[config.mk]
export PLATFORM = sky130hd
export DESIGN_NAME = dual_stepper_line_mover_core
export DESIGN_NICKNAME = d
export VERILOG_FILES = /design/src/hdl/dsl_pkg.sv /design/src/hdl/dsl_parser.sv /design/src/hdl/dsl_motion.sv /design/src/hdl/dual_stepper_line_mover_core.sv
export VERILOG_INCLUDE_DIRS = /design/src /design/src/hdl
export SDC_FILE = /design/constraint.sdc
export NUM_CORES = 1
export LEC_CHECK = 0
export BUFFER_PORTS_ARGS = -buffer_cell sky130_fd_sc_hd__buf_2
export CAP_MARGIN = 40
export CORE_MARGIN = 2
export CORE_UTILIZATION = 30
export CTS_CLUSTER_DIAMETER = 60
export DETAILED_ROUTE_END_ITERATION = 8
export GPL_ROUTABILITY_DRIVEN = 0
export PLACE_DENSITY_LB_ADDON = 0.25
export SETUP_SLACK_MARGIN = 0.02
export SYNTH_ARGS = -nofsm -noshare
export SYNTH_HDL_FRONTEND = slang
export SYNTH_SLANG_ARGS = --single-unit
[constraint.sdc]
create_clock -name clock -period 7.76 [get_ports clock]
set_input_delay 1.164 -clock clock [delete_from_list [all_inputs] [get_ports clock]]
set_output_delay 1.164 -clock clock [all_outputs]
set_load 0.01 [all_outputs]
[src/hdl/dual_stepper_line_mover_core_macros.svh]
// Assertion macros shared by the stepper line mover RTL.
// Define NO_ASSERTIONS to compile every check away.
`ifndef DUAL_STEPPER_LINE_MOVER_CORE_MACROS_SVH
`define DUAL_STEPPER_LINE_MOVER_CORE_MACROS_SVH
`ifndef NO_ASSERTIONS
// Same-cycle implication, sampled at the rising clock edge.
`define DSL_ASSERT_IMPLIES(label, clk, rst, cond, expr, msg) \
   label: assert property (@(posedge clk) disable iff (rst) (cond) |-> (expr)) \
      else $error(msg);
// Next-cycle implication.
`define DSL_ASSERT_NEXT(label, clk, rst, cond, expr, msg) \
   label: assert property (@(posedge clk) disable iff (rst) (cond) |=> (expr)) \
      else $error(msg);
`else
`define DSL_ASSERT_IMPLIES(label, clk, rst, cond, expr, msg)
`define DSL_ASSERT_NEXT(label, clk, rst, cond, expr, msg)
`endif
`endif

[src/hdl/dsl_pkg.sv]
// Types and constants of the stepper line mover.
// No dependencies; imported by every module of the block.
package dsl_pkg;

   localparam int COUNT_W  = 14;
   localparam int PERIOD_W = 11;

   localparam logic [COUNT_W-1:0]  COUNT_MAX        = 14'd16383;
   localparam logic [PERIOD_W-1:0] STEP_HALF_RESET  = 11'd50;
   localparam logic [PERIOD_W-1:0] DWELL_RESET      = 11'd1;

   // ASCII codes seen by the line parser
   localparam logic [7:0] CHAR_SYNC = 8'h64;  // 'd'
   localparam logic [7:0] CHAR_ONE  = 8'h31;  // '1'
   localparam logic [7:0] CHAR_ZERO = 8'h30;  // '0'
   localparam logic [7:0] CHAR_NINE = 8'h39;  // '9'

   // Item kinds
   localparam logic CMD_BYTE = 1'b0;
   localparam logic CMD_TICK = 1'b1;

   // Register indexes
   localparam logic CSR_STEP_HALF = 1'b0;
   localparam logic CSR_DWELL     = 1'b1;

   typedef struct packed {
      logic               valid;
      logic               left_dir;
      logic               right_dir;
      logic [COUNT_W-1:0] left_count;
      logic [COUNT_W-1:0] right_count;
   } pending_move_type;

   typedef struct packed {
      logic left_step;
      logic right_step;
      logic left_direction;
      logic right_direction;
      logic motor_disable;
      logic busy_res;
      logic request_next;
   } result_type;

endpackage

[src/hdl/dsl_parser.sv]
// Line parser: turns received characters into a pending two-axis move.
// Depends on dsl_pkg and the assertion macros header.
`include "dual_stepper_line_mover_core_macros.svh"

module dsl_parser
   import dsl_pkg::*;
#(
   parameter int COUNT_DIGITS = 4
) (
   input  logic             clock,
   input  logic             reset,
   input  logic             byte_en,
   input  logic [7:0]       rx_byte,
   input  logic             take,
   output pending_move_type pending
);

   localparam int LINE_LEN = 3 + 2 * COUNT_DIGITS;
   localparam int POS_W    = $clog2(LINE_LEN + 1);
   localparam logic [POS_W-1:0] POS_LAST_LEFT = POS_W'(1 + COUNT_DIGITS);
   localparam logic [POS_W-1:0] POS_RIGHT_DIR = POS_W'(2 + COUNT_DIGITS);
   localparam logic [POS_W-1:0] POS_END       = POS_W'(LINE_LEN);
   localparam logic [POS_W-1:0] POS_ONE       = POS_W'(1);

   logic [POS_W-1:0] pos_ff, pos_in, pos_inc;
   pending_move_type pend_ff, pend_in;
   logic left_ended_ff, left_ended_in, right_ended_ff, right_ended_in;
   logic is_digit;

   // Shift in one decimal digit, saturate at the count ceiling.
   function automatic logic [COUNT_W-1:0] add_digit(input logic [COUNT_W-1:0] cnt,
                                                    input logic [7:0] ch);
      logic [COUNT_W+3:0] wide;
      wide = ({4'b0, cnt} << 3) + ({4'b0, cnt} << 1)
           + {{COUNT_W{1'b0}}, 4'(ch - CHAR_ZERO)};
      if (wide > {4'b0, COUNT_MAX}) begin
         return COUNT_MAX;
      end
      return wide[COUNT_W-1:0];
   endfunction

   assign is_digit = (rx_byte >= CHAR_ZERO) && (rx_byte <= CHAR_NINE);
   assign pos_inc  = pos_ff + POS_ONE;

   always_comb begin
      pos_in         = pos_ff;
      pend_in        = pend_ff;
      left_ended_in  = left_ended_ff;
      right_ended_in = right_ended_ff;
      if (take) begin
         pend_in.valid = 1'b0;
      end
      if (byte_en) begin
         if (rx_byte == CHAR_SYNC) begin
            pos_in         = POS_ONE;
            pend_in        = '0;
            left_ended_in  = 1'b0;
            right_ended_in = 1'b0;
         end else if (pos_ff == '0 || pos_ff >= POS_END) begin
            pos_in = '0;
         end else begin
            if (pos_ff == POS_ONE) begin
               pend_in.left_dir = (rx_byte == CHAR_ONE);
            end else if (pos_ff <= POS_LAST_LEFT) begin
               if (!left_ended_ff) begin
                  if (is_digit) begin
                     pend_in.left_count = add_digit(pend_ff.left_count, rx_byte);
                  end else begin
                     left_ended_in = 1'b1;
                  end
               end
            end else if (pos_ff == POS_RIGHT_DIR) begin
               pend_in.right_dir = (rx_byte == CHAR_ONE);
            end else begin
               if (!right_ended_ff) begin
                  if (is_digit) begin
                     pend_in.right_count = add_digit(pend_ff.right_count, rx_byte);
                  end else begin
                     right_ended_in = 1'b1;
                  end
               end
            end
            // Line complete: publish the move and wait for the next 'd'
            if (pos_inc >= POS_END) begin
               pend_in.valid = 1'b1;
               pos_in        = '0;
            end else begin
               pos_in = pos_inc;
            end
         end
      end
   end

   always_ff @(posedge clock) begin
      if (reset) begin
         pos_ff         <= '0;
         pend_ff        <= '0;
         left_ended_ff  <= 1'b0;
         right_ended_ff <= 1'b0;
      end else begin
         pos_ff         <= pos_in;
         pend_ff        <= pend_in;
         left_ended_ff  <= left_ended_in;
         right_ended_ff <= right_ended_in;
      end
   end

   assign pending = pend_ff;

   `DSL_ASSERT_IMPLIES(a_pos_in_line, clock, reset, 1'b1, pos_ff < POS_END, "line position past end")

endmodule

[src/hdl/dsl_motion.sv]
// Move sequencer: dwell, step period timing, pulse levels and enable gating.
// Depends on dsl_pkg and the assertion macros header.
`include "dual_stepper_line_mover_core_macros.svh"

module dsl_motion
   import dsl_pkg::*;
(
   input  logic                clock,
   input  logic                reset,
   input  logic                tick_en,
   input  logic                limit_switch,
   input  logic [PERIOD_W-1:0] step_half_period,
   input  logic [PERIOD_W-1:0] dwell_ticks,
   input  pending_move_type    pending,
   output logic                take,
   output result_type          result
);

   logic [COUNT_W-1:0]  left_target_ff, left_target_in, right_target_ff, right_target_in;
   logic [COUNT_W-1:0]  left_done_ff, left_done_in, right_done_ff, right_done_in;
   logic                active_ff, active_in, high_ff, high_in;
   logic [PERIOD_W-1:0] phase_ff, phase_in, phase_inc, dwell_ff, dwell_in;
   logic [1:0]          dir_ff, dir_in;
   logic                disable_ff, disable_in;
   logic                start, run, ended;
   logic [COUNT_W-1:0]  eff_lt, eff_rt, eff_ld, eff_rd;

   assign phase_inc = phase_ff + PERIOD_W'(1);

   always_comb begin
      left_target_in  = left_target_ff;
      right_target_in = right_target_ff;
      left_done_in    = left_done_ff;
      right_done_in   = right_done_ff;
      active_in       = active_ff;
      high_in         = high_ff;
      phase_in        = phase_ff;
      dwell_in        = dwell_ff;
      dir_in          = dir_ff;
      disable_in      = disable_ff;
      start           = 1'b0;
      run             = 1'b0;
      ended           = 1'b0;

      if (tick_en) begin
         if (active_ff) begin
            // Zero half period wraps through zero and acts as one tick
            if (phase_inc >= step_half_period || phase_inc == '0) begin
               if (high_ff) begin
                  high_in  = 1'b0;
                  phase_in = '0;
               end else begin
                  run = 1'b1;
               end
            end else begin
               phase_in = phase_inc;
            end
         end else if (dwell_ff != '0) begin
            dwell_in = dwell_ff - PERIOD_W'(1);
         end else if (pending.valid) begin
            start           = 1'b1;
            run             = 1'b1;
            left_target_in  = pending.left_count;
            right_target_in = pending.right_count;
            dir_in          = {pending.right_dir, pending.left_dir};
            active_in       = 1'b1;
         end
      end

      eff_lt = start ? pending.left_count  : left_target_ff;
      eff_rt = start ? pending.right_count : right_target_ff;
      eff_ld = start ? '0 : left_done_ff;
      eff_rd = start ? '0 : right_done_ff;

      if (start) begin
         left_done_in  = '0;
         right_done_in = '0;
      end

      // Begin the next step period, or end the move
      if (run) begin
         phase_in = '0;
         if (eff_ld == eff_lt && eff_rd == eff_rt) begin
            active_in = 1'b0;
            high_in   = 1'b0;
            dwell_in  = dwell_ticks;
            ended     = 1'b1;
         end else begin
            disable_in    = !limit_switch && !dir_in[0];
            left_done_in  = eff_ld + COUNT_W'(eff_ld < eff_lt);
            right_done_in = eff_rd + COUNT_W'(eff_rd < eff_rt);
            high_in       = 1'b1;
         end
      end
   end

   always_ff @(posedge clock) begin
      if (reset) begin
         left_target_ff  <= '0;
         right_target_ff <= '0;
         left_done_ff    <= '0;
         right_done_ff   <= '0;
         active_ff       <= 1'b0;
         high_ff         <= 1'b0;
         phase_ff        <= '0;
         dwell_ff        <= '0;
         dir_ff          <= '0;
         disable_ff      <= 1'b0;
      end else begin
         left_target_ff  <= left_target_in;
         right_target_ff <= right_target_in;
         left_done_ff    <= left_done_in;
         right_done_ff   <= right_done_in;
         active_ff       <= active_in;
         high_ff         <= high_in;
         phase_ff        <= phase_in;
         dwell_ff        <= dwell_in;
         dir_ff          <= dir_in;
         disable_ff      <= disable_in;
      end
   end

   assign take = start;

   // The axis with the larger step count sets the period; both step on a tie
   always_comb begin
      result.left_step       = active_in && high_in && (left_done_in >= right_done_in);
      result.right_step      = active_in && high_in && (right_done_in >= left_done_in);
      result.left_direction  = dir_in[0];
      result.right_direction = dir_in[1];
      result.motor_disable   = disable_in;
      result.busy_res        = active_in || (dwell_in != '0);
      result.request_next    = ended;
   end

   `DSL_ASSERT_IMPLIES(a_left_done_bound, clock, reset, 1'b1, left_done_ff <= left_target_ff, "left step count overran target")
   `DSL_ASSERT_IMPLIES(a_right_done_bound, clock, reset, 1'b1, right_done_ff <= right_target_ff, "right step count overran target")
   `DSL_ASSERT_IMPLIES(a_high_needs_move, clock, reset, high_ff, active_ff, "pulse phase high outside a move")
   `DSL_ASSERT_NEXT(a_end_goes_idle, clock, reset, ended, !active_ff && !high_ff, "move still active after its end")

endmodule

[src/hdl/dual_stepper_line_mover_core.sv]
// Top level of the two-axis stepper line mover: handshakes, settings, result register.
// Depends on dsl_pkg, dsl_parser, dsl_motion and the assertion macros header.
//
// The block takes one item per clock: either a received character (req_command = 0),
// which feeds the line parser, or one timer tick (req_command = 1), which advances
// the move sequencer. Lines have the form d a <digits> b <digits>, COUNT_DIGITS digits
// per count; 'd' always restarts a line and discards a move still waiting to start.
// Each accepted item yields exactly one result in the next cycle, holding the step,
// direction, disable and busy levels after the update, plus a one-result
// request_next pulse on the tick that ends a move. All state updates in the cycle of
// the transfer, so the sustained rate is one item per cycle; the single result
// register lets a new item in while the previous result is being taken, and the
// input stalls only when that register is full and rsp_ready is low. Settings
// (index 0: step half period, index 1: dwell ticks) are taken every cycle and are
// meant to be written while the block is idle. No clearing pass after reset.
`include "dual_stepper_line_mover_core_macros.svh"

module dual_stepper_line_mover_core
   import dsl_pkg::*;
#(
   parameter int COUNT_DIGITS = 4
) (
   input  logic                clock,
   input  logic                reset,
   // input items
   input  logic                req_valid,
   output logic                req_ready,
   input  logic                req_command,
   input  logic [7:0]          req_rx_byte,
   input  logic                req_limit_switch,
   // results
   output logic                rsp_valid,
   input  logic                rsp_ready,
   output logic                rsp_left_step,
   output logic                rsp_right_step,
   output logic                rsp_left_direction,
   output logic                rsp_right_direction,
   output logic                rsp_motor_disable,
   output logic                rsp_busy_res,
   output logic                rsp_request_next,
   // settings
   input  logic                csr_valid,
   output logic                csr_ready,
   input  logic                csr_index,
   input  logic [PERIOD_W-1:0] csr_wdata
);

   logic                accept;
   logic                byte_en, tick_en, take;
   pending_move_type    pending;
   result_type          result, rsp_ff;
   logic                rsp_valid_ff, rsp_valid_in;
   logic [PERIOD_W-1:0] half_ff, half_in, dwell_ff, dwell_in;

   // Accept when the result register is empty or drains this cycle
   assign req_ready = !rsp_valid_ff || rsp_ready;
   assign accept    = req_valid && req_ready;
   assign byte_en   = accept && (req_command == CMD_BYTE);
   assign tick_en   = accept && (req_command == CMD_TICK);

   // Settings: always ready, one write per transfer
   assign csr_ready = 1'b1;

   always_comb begin
      half_in  = half_ff;
      dwell_in = dwell_ff;
      if (csr_valid) begin
         unique case (csr_index)
            CSR_STEP_HALF: half_in  = csr_wdata;
            CSR_DWELL:     dwell_in = csr_wdata;
            default:       half_in  = half_ff;
         endcase
      end
   end

   always_ff @(posedge clock) begin
      if (reset) begin
         half_ff  <= STEP_HALF_RESET;
         dwell_ff <= DWELL_RESET;
      end else begin
         half_ff  <= half_in;
         dwell_ff <= dwell_in;
      end
   end

   dsl_parser #(
      .COUNT_DIGITS(COUNT_DIGITS)
   ) u_parser (
      .clock   (clock),
      .reset   (reset),
      .byte_en (byte_en),
      .rx_byte (req_rx_byte),
      .take    (take),
      .pending (pending)
   );

   dsl_motion u_motion (
      .clock            (clock),
      .reset            (reset),
      .tick_en          (tick_en),
      .limit_switch     (req_limit_switch),
      .step_half_period (half_ff),
      .dwell_ticks      (dwell_ff),
      .pending          (pending),
      .take             (take),
      .result           (result)
   );

   // Result register: load on input transfer, drop on output transfer
   always_comb begin
      rsp_valid_in = rsp_valid_ff;
      if (accept) begin
         rsp_valid_in = 1'b1;
      end else if (rsp_ready) begin
         rsp_valid_in = 1'b0;
      end
   end

   always_ff @(posedge clock) begin
      if (reset) begin
         rsp_valid_ff <= 1'b0;
      end else begin
         rsp_valid_ff <= rsp_valid_in;
      end
   end

   always_ff @(posedge clock) begin
      if (accept) begin
         rsp_ff <= result;
      end
   end

   assign rsp_valid           = rsp_valid_ff;
   assign rsp_left_step       = rsp_ff.left_step;
   assign rsp_right_step      = rsp_ff.right_step;
   assign rsp_left_direction  = rsp_ff.left_direction;
   assign rsp_right_direction = rsp_ff.right_direction;
   assign rsp_motor_disable   = rsp_ff.motor_disable;
   assign rsp_busy_res        = rsp_ff.busy_res;
   assign rsp_request_next    = rsp_ff.request_next;

   `DSL_ASSERT_IMPLIES(a_step_means_busy, clock, reset, rsp_valid_ff && (rsp_ff.left_step || rsp_ff.right_step), rsp_ff.busy_res, "step pulse while not busy")
   `DSL_ASSERT_NEXT(a_accept_gives_result, clock, reset, accept, rsp_valid_ff, "transfer left no result")

endmodule
==> impl_metrics.ini, run 1 <==
[status]
outcome = finished clean

[min_path]
hp-class = reg2reg
hp-start = half_ff[2]
min_path_cells = 2
hold_end = half_ff[2]

[clock_network]
cts_resized = 0
h-tree-depth = 4
cts_setup_buffers = 0
clkSinkCount = 150
clock_latency_ns = 0.42
cts_tree = yes
clkSlewWorstSetupHoldPaths_ns = 0.06
cts_inserted_buffers = 17
clockBufferDepth = 2
cts-hold-fix-buffers = 0
cts_root_buf = clkbuf_16

[drt]
num_vias = 8406
ant_nets = 0
viasPerCell = 5.03
finalWirelength_um = 25000
drc = 0
wl_per_cell_um = 15.0
dr.pass1.iters = 5
drt_iter0_markers = 388

[cells_and_area]
antenna_cells = 0
postLayoutCoreUtil_pct = 34.5
nets = 1366
area_delta_synth_final_pct = 12.9
drive_gt1_share_pct = 9.68
fillerInstances = 3366
stdcell_count = 1671
final_cell_area_sq_um = 11200

[global_route]
grt_pass1_wl_um = 41100
grt_usage_pct = 14.8
first_global_vias = 8141
grt_max_degree = 67
antenna_found_initial = 0
grt_overflow = 0

[setup_path]
reg2reg_from = u_motion.dwell_ff[0]
r2r_slack_ns = 1.20
r2r.worst_path.cells = 25
crit_path_end_kind = register
cp_max_fo = 18
required_ns = 8.01
arrival_ns = 6.82
critPathKind = in2reg
start_kind = input port
rr_endpoint = rsp_right_step

[yosys]
synth_area_sq_um = 9960
yosysWarnings = 0
async_reset_ff_share_pct = 0
syn_inst = 1196
syn_area_per_cell_sq_um = 8.33
synth-seq-cells = 150
synth_flop_cell = dfxtp_1
yosysSeqAreaShare_pct = 30.8
synth_edf_count = 7
syn_nets = 1345
synth.distinct_cells = 74

[pwr]
power_per_cell_area_nw_per_um2 = 180
vdd_drop_max_v = 0.000114
leakage_nw = 5.04

[job]
maxCapViolations = 0

[placement]
port_buffers = 35
place_inst = 1640
dpl_cell_area_sq_um = 10600
dp_hpwl_um = 19200

[sta]
rsz0062_at_grt = no
max_clock_freq_mhz = 152
post-route-period-util_pct = 84.6
skew_ns = 0.0101
tightest_slew_ns = 0.847
hold_viol = 0
max_slew_margin_pct = 43.4
min_period_ns = 6.56
report.final.slew_viol_count = 0
finalSetupTns_ns = 0
setup_viol = 0
holdWs_ns = 0.455

[floorplanning]
die_area_sq_um = 34700
rows = 66
ios = 37
die_width_um = 186
coreArea_sq_um = 32600
die_h_um = 186
start_util_pct = 30.5
-- sequential cells by signal, indices dropped and copies added, names as in the netlist, 2 cells and up --
name                      count
dwell_ff                     11
half_ff                      11
u_motion.dir_ff               2
u_motion.dwell_ff            11
u_motion.left_done_ff        14
u_motion.left_target_ff      14
u_motion.phase_ff            11
u_motion.right_done_ff       14
u_motion.right_target_ff     14
u_parser.pending             31
u_parser.pos_ff               4
-- layout make-up --
type,instances,area [sq um],share of cell area (%)
timing repair buffer,50,294,2.61
clock buffer,21,482,4.28
clock inverter,10,143,1.27
tap,442,553,4.92
inverter,48,180,1.60
multi-input combinational,950,6520,58.0
sequential,150,3070,27.3
-- worst max-delay path by stage --
stage	from	endpoint	slack, ns	cells after the start
3_3_place_gp	rsp_ready	rsp_right_step	0.87	25
2_1_floorplan	rsp_ready	rsp_left_step	1.04	26
3_5_place_dp	rsp_ready	rsp_right_step	0.79	25
5_1_grt	u_motion.dwell_ff[0]	rsp_left_step	0.77	25
6_report	rsp_ready	rsp_right_step	1.20	25
4_1_cts	u_motion.dwell_ff[0]	rsp_right_step	1.20	25
-- critical path, stage by stage --
cell	delay (ns)
buf_2	0.08
nor2b_1	0.06
inv_1	0.09
nand4b_1	0.18
nor2_4	0.60
mux2i_1	0.32
ha_1	0.28
nor2b_1	0.13
o21a_1	0.16
o21a_1	0.16
o21ai_0	0.14
nand2b_1	0.07
a21oi_1	0.14
o22ai_1	0.10
o31ai_1	0.24
ha_1	0.24
ha_1	0.18
nand2_1	0.09
or4_4	0.53
or4_1	0.44
a21o_1	0.21
ha_1	0.27
nand4_1	0.09
or4_1	0.57
a211oi_1	0.25
-- cells in the final DEF, fill, tap and decap left out, types with 26 or more instances in the layout --
cell	synthesis	layout
nand3_1	54	54
xnor2_1	36	36
dfxtp_1	143	143
inv_1	48	48
buf_2	8	34
o21ai_0	27	26
mux2i_1	37	37
nand2_1	131	131
nor2_1	124	123
nor2b_1	34	34
ha_1	118	118
a21oi_1	72	72
-- kinds of logic (layout without fill, tap and decap cells) --
kind of cell | count (synthesis) | after routing | synth area share [%]
mux | 45 | 45 | 4.62
compound gates | 242 | 242 | 16.1
fa+ha+maj | 122 | 122 | 15.6
simple gates | 491 | 491 | 24.6
buf+inv | 96 | 129 | 3.83
xor+xnor | 49 | 49 | 4.31
other cells | 1 | 1 | 0.0376
flops | 150 | 150 | 30.8
-- synthesized netlist by cell type (5+ instances only) --
cell      instances  area, sq um
a211o_1           5         43.8
a31oi_1          11         68.8
nand4_1          22          138
a21oi_1          72          360
xnor2_1          36          315
nor4_1            7         43.8
and2_1           14         87.6
inv_1            48          180
nor2_1          124          465
xor2_1           13          114
a22oi_1          23          173
nand3_1          54          270
buf_2             8         40.0
nand3b_1          9         67.6
buf_1             5         18.8
o21ai_0          27          135
and3_1           16          100
o21a_1           14          105
mux2i_1          37          370
or3_1             9         56.3
or2_2            12         75.1
a21o_1           20          150
edfxtp_1          7          210
mux2_2            8         90.1
o31ai_1           8         60.1
clkbuf_1         33          124
nor3_1           24          120
nand2_1         131          492
a211oi_1         23          173
nor2b_1          34          213
dfxtp_1         143         2860
nand2b_1         10         62.6
ha_1            118         1480
-- layer usage --
layer / track usage, % / part of all wire (%)
met2: 25.2 / 47
met5: 0 / 0
met4: 3.69 / 1.1
met3: 2.38 / 3.2
met1: 19.6 / 49
-- power by group --
group | switching (mW) | total (mW) | leakage (nW) | internal, mW
clock network | 0.333 | 0.876 | 0.301 | 0.542
logic | 0.155 | 0.300 | 3.51 | 0.145
registers | 0.0398 | 0.851 | 1.23 | 0.811
-- per-stage QoR --
stage	total power, mW	worst slack [ns]
after floorplan	1.10	1.04
after global placement	1.17	0.871
after detailed placement	1.17	0.789
after CTS	2.05	1.20
after global routing	2.12	0.770
final	2.03	1.20
(Power assumes the default switching activity.)
==> run 2: changes to the inputs <==
==> constraint.sdc (replaced) <==
create_clock -name clock -period 6.1 [get_ports clock]
set_input_delay 0.915 -clock clock [delete_from_list [all_inputs] [get_ports clock]]
set_output_delay 0.915 -clock clock [all_outputs]
set_load 0.01 [all_outputs]
==> run 2 against run 1 <==
Register-to-register slack worse by 0.90 ns. Non-clock buffer count up 58. Worst setup slack worse by 0.90 ns. First-iteration DRC count up 35%. Worst hold slack is essentially flat. Clock skew grew 0.0078 ns. Sequential power increased by 26%. Flip-flop and latch count unchanged. Cell area rose by 5.3%. Largest power group unchanged. Critical path depth down 2. Sequential share of layout area is 1.3 points lower.
==> impl_metrics.ini, run 2 (synthesis results as in run 1) <==
[clock_network]
cts_root_buf = clkbuf_16
clkSinkCount = 150
cts_inserted_buffers = 17
h-tree-depth = 4
clkSlewWorstSetupHoldPaths_ns = 0.07
cts_tree = yes
clockBufferDepth = 2
clock_latency_ns = 0.43

[global_route]
grt_usage_pct = 15.3
grt_max_degree = 62
antenna_found_initial = 1
grt_pass1_wl_um = 42300
grt_overflow = 0
first_global_vias = 8391

[sta]
report.final.slew_viol_count = 0
tightest_slew_ns = 0.866
skew_ns = 0.0179
holdWs_ns = 0.455
setup_viol = 0
hold_viol = 0
max_clock_freq_mhz = 172
min_period_ns = 5.80
max_slew_margin_pct = 42.2
post-route-period-util_pct = 95.1

[pwr]
vdd_drop_max_v = 0.000154
leakage_nw = 5.36
combPwrFrac_pct = 16.7
p_int_mw = 1.97
power_per_cell_area_nw_per_um2 = 225
p_clk_share_pct = 43.0
switchingPower_mw = 0.696
seq_power_share_pct = 40.3
swShare_pct = 26.2

[setup_path]
critPathBufInv = 0
crit_top_cell = or4_4
crit_path_end_kind = register
required_ns = 6.37
cp_max_fo = 5
r2r.worst_path.cells = 23
slowest_delay_ns = 0.57
critPathKind = reg2reg
start_kind = register
cp.depth = 23
arrival_ns = 6.07
cp_slowest_cell = or4_4
crit_chain = nor4_4 > nand4_1 > nor2_4 > mux2i_2 > ha_1 > nor2b_1 > o21a_1 > o21a_1 > o21ai_1 > nand2b_1 > a21oi_2 > o22ai_2 > o31ai_2 > ha_2 > ha_4 > nand2_2 > or4_4 > or4_4 > a21o_1 > ha_1 > nand4_1 > or4_4 > a211oi_2
path_delay_family = simple AND/OR/NAND/NOR gates

[drt]
wl_met3_um = 872
viasPerCell = 5.04
wl_met2_um = 12200
drc = 0
routed.top_layer = met4
dr.pass1.iters = 5
finalWirelength_um = 26300
drt_iter0_markers = 522
ant_nets = 0
num_vias = 8716
wl_met1_um = 12900
wl_per_cell_um = 15.2

[floorplanning]
die_h_um = 186
die_area_sq_um = 34700
coreArea_sq_um = 32600
die_width_um = 186
start_util_pct = 30.5
ios = 37
rows = 66

[cells_and_area]
drive_gt1_share_pct = 15.6
largest_register_ffs = 31
multi_input_area_sq_um = 6630
area_delta_synth_final_pct = 18.8
final_cell_mix = 141 x dfxtp_1, 130 x nand2_1, 123 x nor2_1, 115 x ha_1, 71 x a21oi_1
fillerInstances = 3407
stdcell_count = 1730
nets = 1424
regArea_sq_um = 3080
mostFrequentLayoutCell = dfxtp_1

[min_path]
min_path_cells = 1
hp-class = reg2reg

[status]
outcome = finished clean

[placement]
dp_hpwl_um = 19900
place_inst = 1692
port_buffers = 35

[job]
maxCapViolations = 0
[run 2: path summary, 6_finish.rpt]
| path | startpoint | end | slack [ns] |
|---|---|---|---|
| setup / recovery | u_motion.dwell_ff[4] | rsp_right_step | 0.30 |
| hold / removal | u_parser.right_ended_ff | u_parser.right_ended_ff | 0.46 |
| setup reg to reg | u_motion.dwell_ff[4] | rsp_right_step | 0.30 |
| hold reg to reg | u_parser.right_ended_ff | u_parser.right_ended_ff | 0.46 |
[run 2: cell type report]
type                            instances  area share, %
Clock inverter                         11           1.45
Tap cell                              442           4.67
Timing Repair Buffer                  108           6.50
Inverter                               48           1.52
Antenna cell                            1         0.0211
Sequential cell                       150           26.0
Multi-Input combinational cell        950           56.0
Clock buffer                           20           3.86
[run 2: routing by layer]
metal  up-vias  track usage (%)
li1       4453                -
met1      4116             20.0
met2       127             26.3
met3        20             2.75
met4         0             3.56
met5         -                0
[run 2: metrics by stage]
step | power [mW] | util, % | setup slack [ns] | area (sq um) | setup TNS, ns
after floorplan | 1.40 | - | 0.0363 | 9990 | 0
after global placement | 1.51 | 33.7 | -0.0650 | 11000 | -0.129
after detailed placement | 1.51 | 33.8 | -0.125 | 11000 | -0.250
after CTS | 2.66 | 35.8 | 0.0639 | 11700 | 0
after global routing | 2.79 | 36.3 | -0.0202 | 11800 | -0.0202
final | 2.66 | 36.3 | 0.299 | 11800 | 0
[run 2: what timing repair did]
item,in CTS,in global routing
setup endpoints to repair,0,2
gates resized for setup,0,33
buffers inserted,0,6
hold buffers,0,0
[run 2: power groups by stage]
stage	sequential [mW]	clock, mW	combinational, mW
5_1_grt	1.08	1.21	0.504
6_report	1.07	1.14	0.446
3_5_place_dp	1.09	0	0.423
2_1_floorplan	1.09	0	0.306
4_1_cts	1.07	1.17	0.425
3_3_place_gp	1.09	0	0.419
